File: config.mk
export PLATFORM = sky130hd
export DESIGN_NAME = flog2_to_float
export DESIGN_NICKNAME = d
export VERILOG_FILES = /design/src/hdl/flog2_pkg.sv /design/src/hdl/flog2_to_float.sv
export SDC_FILE = /design/constraint.sdc
export NUM_CORES = 1
export LEC_CHECK = 0
export ABC_AREA = 1
export BUFFER_PORTS_ARGS = -buffer_cell sky130_fd_sc_hd__buf_2
export CAP_MARGIN = 20
export CORE_UTILIZATION = 25
export CTS_CLUSTER_SIZE = 40
export DETAILED_ROUTE_END_ITERATION = 6
export PLACE_DENSITY = 0.44
export REMOVE_ABC_BUFFERS = 1
export SYNTH_ARGS = -nofsm -noshare
export SYNTH_HDL_FRONTEND = slang
export SYNTH_SLANG_ARGS = --single-unit
File: constraint.sdc
create_clock -name i_clk -period 3.3 [get_ports i_clk]
set_input_delay 0.165 -clock i_clk [delete_from_list [all_inputs] [get_ports i_clk]]
set_output_delay 0.165 -clock i_clk [all_outputs]
set_load 0.02 [all_outputs]
File: src/hdl/flog2_pkg.sv
`default_nettype none
package flog2_pkg;

    localparam int FRAC_BITS = 24;
    localparam int WORD_W    = 32;
    localparam int ACC_W     = FRAC_BITS + 6;
    localparam int N_W       = 9;
    localparam int SUM_W     = FRAC_BITS + 10;
    localparam int POS_W     = $clog2(SUM_W);
    localparam int SIG_W     = 24;
    localparam int EXP_W     = 8;
    localparam int MANT_W    = 23;
    localparam int N_COEF    = 6;
    localparam int N_STEP    = N_COEF - 1;
    localparam int Q32_SH    = 32 - FRAC_BITS;
    localparam int EXP_OFF   = 127 - FRAC_BITS;
    localparam int EXP_BIAS  = 126;

    localparam logic [WORD_W-1:0] QNAN_BITS = 32'h7FC0_0000;
    localparam logic [WORD_W-1:0] PINF_BITS = 32'h7F80_0000;
    localparam logic [WORD_W-1:0] NINF_BITS = 32'hFF80_0000;
    localparam logic [WORD_W-1:0] ZERO_BITS = 32'h0000_0000;
    localparam logic [EXP_W-1:0]  EXP_MAX   = 8'hFF;
    localparam logic [EXP_W-1:0]  EXP_MIN   = 8'h00;

    // c0..c5, each the nearest integer to ck * 2^32
    localparam logic signed [63:0] COEF_Q32 [N_COEF] = '{
        -64'sd16367317206, 64'sd44077187775, -64'sd62017480918,
        64'sd57551518089, -64'sd29713000366, 64'sd6478717648
    };

    // sideband that travels beside the datapath
    typedef struct packed {
        logic                    valid;
        logic                    spec;
        logic [WORD_W-1:0]       spec_bits;
        logic signed [N_W-1:0]   n;
    } t_side;

    // round a Q32 coefficient to FRAC_BITS fraction bits, half away from zero
    function automatic logic signed [ACC_W-1:0] coef_at(input int unsigned k);
        logic signed [63:0] c;
        logic [63:0]        mag;
        logic [63:0]        r;
        logic signed [63:0] s;
        c   = COEF_Q32[k];
        mag = (c < 0) ? 64'(-c) : 64'(c);
        r   = (mag + (64'd1 << (Q32_SH - 1))) >> Q32_SH;
        s   = (c < 0) ? -$signed(r) : $signed(r);
        return s[ACC_W-1:0];
    endfunction

endpackage
`default_nettype wire

File: src/hdl/flog2_to_float.sv
`default_nettype none
module flog2_to_float import flog2_pkg::*; (
    input  wire logic                    i_clk,
    input  wire logic                    i_rst_n,
    input  wire logic                    i_en,
    input  wire t_side                   i_side,
    input  wire logic signed [ACC_W-1:0] i_acc,
    output logic                         o_valid,
    output logic [WORD_W-1:0]            o_bits
);

    // stage A: n * 2^FRAC_BITS + acc
    logic                    r_a_valid;
    t_side                   r_a_side;
    logic signed [SUM_W-1:0] r_a_sum;
    // stage B: sign and magnitude
    logic                    r_b_valid;
    t_side                   r_b_side;
    logic                    r_b_neg;
    logic [SUM_W-1:0]        r_b_mag;
    // stage C: leading one position
    logic                    r_c_valid;
    t_side                   r_c_side;
    logic                    r_c_neg;
    logic                    r_c_zero;
    logic [SUM_W-1:0]        r_c_mag;
    logic [POS_W-1:0]        r_c_pos;
    // stage D: normalized word
    logic                    r_d_valid;
    t_side                   r_d_side;
    logic                    r_d_neg;
    logic                    r_d_zero;
    logic [POS_W-1:0]        r_d_pos;
    logic [SUM_W-1:0]        r_d_norm;
    // stage E: packed result
    logic                    r_valid;
    logic [WORD_W-1:0]       r_bits;

    logic signed [SUM_W-1:0] n_sum;
    logic [SUM_W-1:0]        n_mag;
    logic [POS_W-1:0]        n_pos;
    logic [SUM_W-1:0]        n_norm;
    logic [WORD_W-1:0]       n_bits;
    logic [SIG_W-1:0]        w_sig;
    logic                    w_guard;
    logic                    w_sticky;
    logic                    w_up;
    logic [SIG_W:0]          w_rnd;
    logic [EXP_W-1:0]        w_exp;

    always_comb begin
        n_sum = (SUM_W'(i_side.n) <<< FRAC_BITS) + SUM_W'(i_acc);
        n_mag = r_a_sum[SUM_W-1] ? SUM_W'(-r_a_sum) : SUM_W'(r_a_sum);
    end

    always_comb begin
        n_pos = '0;
        for (int i = 0; i < SUM_W; i++) begin
            if (r_b_mag[i]) begin
                n_pos = POS_W'(i);
            end
        end
    end

    assign n_norm = r_c_mag << (POS_W'(SUM_W - 1) - r_c_pos);

    // round to nearest even on the bits below the 24-bit significand
    always_comb begin
        w_sig    = r_d_norm[SUM_W-1 -: SIG_W];
        w_guard  = r_d_norm[SUM_W-1-SIG_W];
        w_sticky = |r_d_norm[SUM_W-2-SIG_W:0];
        w_up     = w_guard && (w_sticky || w_sig[0]);
        w_rnd    = {1'b0, w_sig} + (SIG_W+1)'(w_up);
        w_exp    = EXP_W'(r_d_pos) + EXP_W'(EXP_OFF) + EXP_W'(w_rnd[SIG_W]);
        if (r_d_side.spec) begin
            n_bits = r_d_side.spec_bits;
        end else if (r_d_zero) begin
            n_bits = ZERO_BITS;
        end else begin
            n_bits = {r_d_neg, w_exp, w_rnd[MANT_W-1:0]};
        end
    end

    always_ff @(posedge i_clk) begin
        if (!i_rst_n) begin
            r_a_valid <= 1'b0;
            r_b_valid <= 1'b0;
            r_c_valid <= 1'b0;
            r_d_valid <= 1'b0;
            r_valid   <= 1'b0;
        end else if (i_en) begin
            r_a_valid <= i_side.valid;
            r_b_valid <= r_a_valid;
            r_c_valid <= r_b_valid;
            r_d_valid <= r_c_valid;
            r_valid   <= r_d_valid;
        end
    end

    always_ff @(posedge i_clk) begin
        if (i_en) begin
            r_a_side <= i_side;
            r_a_sum  <= n_sum;
            r_b_side <= r_a_side;
            r_b_neg  <= r_a_sum[SUM_W-1];
            r_b_mag  <= n_mag;
            r_c_side <= r_b_side;
            r_c_neg  <= r_b_neg;
            r_c_zero <= (r_b_mag == '0);
            r_c_mag  <= r_b_mag;
            r_c_pos  <= n_pos;
            r_d_side <= r_c_side;
            r_d_neg  <= r_c_neg;
            r_d_zero <= r_c_zero;
            r_d_pos  <= r_c_pos;
            r_d_norm <= n_norm;
            r_bits   <= n_bits;
        end
    end

    assign o_valid = r_valid;
    assign o_bits  = r_bits;

endmodule
`default_nettype wire
# ---- After elaboration in Yosys (flattened, before gate mapping)
# Cells that the tools add are included.
dict set report word_totals {
  register_bits 322
  input_bits 76
  output_inout_bits 33
  word_cells 74
}
dict set report classes {
  add_sub_neg 6
  shifts 1
  n_mux 35
  reduce_logical 5
}
# op n
set ops {}
lappend ops {{6-bit 2-to-1 mux} 30}
lappend ops {{32-bit 2-to-1 mux} 2}
lappend ops {{33-bit by 30-bit adder with 34-bit output} 1}
lappend ops {{34-bit logical NOT} 1}
lappend ops {{34-bit negator} 1}
lappend ops {{34-bit by 6-bit << shifter with 34-bit output} 1}
lappend ops {{33-bit 2-to-1 mux} 1}
lappend ops {{24-bit by 1-bit adder with 25-bit output} 1}
lappend ops {{9-bit OR reduction} 1}
lappend ops {{6-bit by 7-bit adder with 8-bit output, second input constant} 1}
lappend ops {{8-bit by 1-bit adder with 8-bit output} 1}
lappend ops {{6-bit subtractor, first input constant} 1}
lappend ops {{1-bit 2-to-1 mux} 2}
lappend ops {{2-bit OR reduction} 1}
lappend ops {{1-bit logical AND} 1}
lappend ops {{1-bit logical OR} 1}

# ---- Logic depth before layout (Yosys ltp)
dict set report logic_depth {
  ltp_word 32
  ltp_mapped 33
  depth_no_buf 33
}

# ---- Worst setup path after synthesis
# OpenSTA, ideal clock, no wires.
dict set report synth_path {
  path_type {reg2reg}
  start {reg r_d_norm[10]}
  end {reg r_bits[28] (netlist: o_bits[28]), data pin}
  setup_ps 270
  arrival_ps 2768
  required_time_ps 3030
  slack_ps 262
  path_stages_with_launch 28
  n_path_buf 0
  synth_period_minus_slack_ps 3038
  cell_sequence {edfxtp_1 nand2_1 inv_2 ha_1 nand2_2 nor2_2 inv_2 nor2_2 nand2_1 nor2_2 inv_2 nor2_4 nand3_2 nor2_2 nand4_2 inv_2 nand3_2 nor2_2 nand2_1 clkinv_1 and3_1 nand2_1 ha_1 nand3_1 nand2_1 nor2_1 xor2_1 o21ai_0}
}
dict set report synth_between {
  elab_chain_cells 6
}
# item line
set synth_lines {}
lappend synth_lines {{from (decl)} flog2_to_float.sv:34} ;# logic [SUM_W-1:0] r_d_norm;
lappend synth_lines {{from (signal assigned)} flog2_to_float.sv:116} ;# r_d_norm <= n_norm;
lappend synth_lines {{1-bit logical OR} flog2_to_float.sv:72} ;# w_up = w_guard && (w_sticky || w_sig[0]);
lappend synth_lines {{1-bit logical AND} flog2_to_float.sv:72}
lappend synth_lines {{24-bit by 1-bit adder with 25-bit output *} flog2_to_float.sv:73} ;# w_rnd = {1'b0, w_sig} + (SIG_W+1)'(w_up);
lappend synth_lines {{8-bit by 1-bit adder with 8-bit output *} flog2_to_float.sv:74} ;# w_exp = EXP_W'(r_d_pos) + EXP_W'(EXP_OFF) + EXP_W'(w_rnd[SIG_W]);
lappend synth_lines {{32-bit 2-to-1 mux *} flog2_to_float.sv:77} ;# end else if (r_d_zero) begin
lappend synth_lines {{32-bit 2-to-1 mux *} flog2_to_float.sv:75} ;# if (r_d_side.spec) begin
lappend synth_lines {{via n_bits[28]} flog2_to_float.sv:43} ;# logic [WORD_W-1:0] n_bits;
lappend synth_lines {{to (signal assigned)} flog2_to_float.sv:117} ;# r_bits <= n_bits;
lappend synth_lines {{to (decl)} flog2_to_float.sv:37} ;# logic [WORD_W-1:0] r_bits;
# Mark *: on every way through the listed nets, which the timed path passes. The rest lies on a longest branch.
# A chain may end at the register's enable or synchronous reset.

# ---- Worst setup path after layout
dict set report layout_path {
  start {reg r_d_norm[9]}
  end {reg r_bits[28] (netlist: o_bits[28]), data pin}
}
dict set report layout_between {
  elab_chain_cells 5
}
# item line
set layout_lines {}
lappend layout_lines {{1-bit logical AND} flog2_to_float.sv:72}
lappend layout_lines {{24-bit by 1-bit adder with 25-bit output} flog2_to_float.sv:73}
lappend layout_lines {{8-bit by 1-bit adder with 8-bit output} flog2_to_float.sv:74}
lappend layout_lines {{32-bit 2-to-1 mux} flog2_to_float.sv:77}
lappend layout_lines {{32-bit 2-to-1 mux} flog2_to_float.sv:75}
lappend layout_lines {{via n_bits[28]} flog2_to_float.sv:43}
# The timed path passes the listed nets, and every way through them passes these cells.

==> impl_metrics.tcl <==
set metrics [dict create \
    first_iter_violations 529 \
    core_sq_um 54240 \
    cts-buffers-inserted 37 \
    place_inst 1959 \
    drv_slew 0 \
    diodes 0 \
    fp.dieH_um 237.1 \
    die_area_sq_um 56230 \
    finalSetupViolations 0 \
    area_growth_pct 25.49 \
    synth_ff_type "edfxtp_1" \
    yosysSeqAreaShare_pct 69.60 \
    synth-edff-count 317 \
    startpoint_type "flop" \
    hold_slack_ps 77.65 \
    p_leak_nw 6.650 \
    yosysMostFrequentCell "edfxtp_1" \
    min_path_type "input port to flop" \
    post-route-period-util_pct 95.64 \
    hold_viol 0 \
    cp-startpoint "r_d_norm[9]" \
    clock_skew_ps 11.17 \
    overflow 0 \
    yosysTopAreaCell "edfxtp_1" \
    cts_root_buf "clkbuf_16" \
    maxCapViolCount 0 \
    vias_per_cell 4.196 \
    multi_input_area_sq_um 3781 \
    nets 1469 \
    clkTransAtPathRegs_ps 60 \
    r2r-start "r_d_norm[9]" \
    yosys_warnings 0 \
    place_congestion 0.8045 \
    wirelength_um 29650 \
    grt_max_degree 102 \
    initial_core_util_pct 25.48 \
    yosysTopAreaCellShare_pct 68.88 \
    netlist_area_sq_um 13820 \
    pin_count 109 \
    yosys-top-cells-count "edfxtp_1 (317), nand2_1 (258), nor2_1 (99)" \
    crit_type "flop to flop" \
    avgSynthCellArea_sq_um 11.88 \
    ant_nets 0 \
    fp-row-count 85 \
    final_util_pct 31.98 \
    arrival_ps 3430 \
    seq_area_sq_um 9619 \
    antenna_found_initial 0 \
    dr.pass1.iters 5 \
    power.density_nw_per_um2 608.7 \
    grt_use_total_pct 10.68 \
    ys_types 50 \
    htree_levels 2 \
    rsz0062_at_grt "yes" \
    synthArstFlopShare_pct 0 \
    wl_per_cell_um 14.11 \
    netlist_instances 1163 \
    ir_drop_uv 291.3 \
    crit_fanout 2 \
    drc_errors 0 \
    ys_ff_latch 322 \
    vias 8821 \
    endpoint_kind "flop" \
    clk_latency_ps 540 \
    min_period_ps 3156 \
    grt_pass1_vias 8765 \
    worstMarginPinSlew_ps 813.2 \
    outcome "complete, no violations" \
    tritoncts "built" \
    drive_gt1_share_pct 18.42 \
    cts_sinks 322 \
    cts_buffer_depth 3 \
    final_cell_count_no_fill 2102 \
    ys_top_cells_by_area "edfxtp_1 (69%), nand2_1 (7.0%), o21ai_0 (3.4%)" \
    dp_hpwl_um 20600 \
    fmax_ghz 0.3169 \
    io_buffers 108 \
    grt_pass1_wl_um 47180 \
    fillCellCount 5526 \
    max_slew_margin_pct 45.73 \
    hold_start "i_en" \
    die_w_um 237.1 \
    required_ps 3570 \
]
==> stage by stage <==
step / setup WS (ps) / setup TNS [ps] / power (mW) / area [sq um]
final: 144.0 / 0 / 10.56 / 17340
after global placement: -40.89 / -40.89 / 6.683 / 15350
after detailed placement: -92.64 / -160.0 / 6.691 / 15350
after floorplan: -1073 / -26830 / 6.081 / 13680
after CTS: -32.18 / -54.57 / 10.72 / 17210
after global routing: -82.42 / -174.7 / 11.09 / 17340
==> layer usage <==
metal  vias to the layer above  share of wire (%)  GRT usage (%)
met2                       138                 47          17.84
met1                      4124                 47          13.58
met4                         0                2.2          3.382
met5                         -                  0              0
li1                       4514                  -              -
met3                        45                3.6          2.553
==> where the power goes <==
part           internal (mW)  switching (mW)
combinational          0.512           0.963
sequential              4.98           0.210
clock                   2.31            1.59
==> cells by family (layout without fill, tap and decap cells) <==
group                    Yosys count  in the layout  share of synthesized area, %
AND/OR/NAND/NOR                  464            464                         14.87
flip-flops                       322            322                         69.60
AO/OA/AOI/OAI                    175            175                         7.424
buffers and inverters            143            386                         3.884
XOR/XNOR                          42             42                         2.662
adder cells (fa/ha/maj)           15             15                         1.412
multiplexers                       2              2                        0.1449
==> flip-flops by register name, summed over array words and instances, names as in the netlist <==
| register | flops |
|---|---|
| r_c_side | 33 |
| r_d_zero | 1 |
| r_a_valid | 1 |
| r_a_sum | 34 |
| o_valid | 1 |
| o_bits | 32 |
| r_d_side | 33 |
| r_d_valid | 1 |
| r_b_neg | 1 |
| r_c_zero | 1 |
| r_c_mag | 34 |
| r_b_side | 33 |
| r_d_pos | 6 |
| r_d_norm | 34 |
| r_c_neg | 1 |
| r_d_neg | 1 |
| r_b_valid | 1 |
| r_c_valid | 1 |
| r_b_mag | 34 |
| r_a_side | 33 |
| r_c_pos | 6 |
==> timing repair <==
item,in CTS,in global routing
gates resized for setup,6,20
setup endpoints to repair,3,9
hold endpoints to repair,63,0
hold buffers,62,0
setup buffers,9,5
gates cloned,0,0
pin swaps,4,8
==> path summary, 6_finish.rpt <==
path	to	slack, ps	cells after the start
worst min register to register	r_d_side[32]	420	0
worst max register to register	o_bits[28]	140	27
worst min-delay path	o_bits[10]	80	1
worst max-delay path	o_bits[28]	140	27
==> area by class of cell <==
type / count / share of cell area, %
inverters: 105 / 2.272
clock inverters: 21 / 0.8657
clock buffers: 46 / 5.778
well taps: 696 / 5.021
flip-flops and latches: 322 / 55.46
repair buffers: 214 / 8.801
multi-input cells: 698 / 21.80
==> cell usage in the layout (no fill, tap or decap), drive strengths merged, types with 2 or more instances in the layout <==
cell	n
nor2	108
a21oi	23
o21bai	2
nand2	260
o311ai	2
nand4	6
edfxtp	317
o21ai	99
ha	14
nand3	57
nor4	10
bufinv	2
dlygate4sd3	62
o22ai	8
o211ai	5
nor3	12
or2	4
nor3b	4
a22o	3
clkinv	21
nand3b	2
xnor2	18
o31ai	8
a31oi	10
dfxtp	5
xor2	24
clkbuf	46
a32o	9
inv	103
a211oi	3
mux2i	2
buf	152
==> critical path, cell delays in order (launching register included) <==
cell and delay [ps]:
edfxtp_1 340, nand2_1 70, inv_2 70, ha_4 140
nand2_4 60, nor2_4 90, inv_2 50, nor2_4 120
nand2_2 80, nor2_4 90, inv_2 60, nor2_4 90
nand3_2 110, nor2_4 130, nand4_4 90, inv_2 80
nand3_2 70, nor2_2 120, nand2_1 70, inv_2 60
and3_4 200, nand2_4 50, ha_4 170, nand3_4 90
nand2_2 60, nor2_2 100, xor2_1 160, o21ai_1 70
Power figures use the tool's default switching activity.
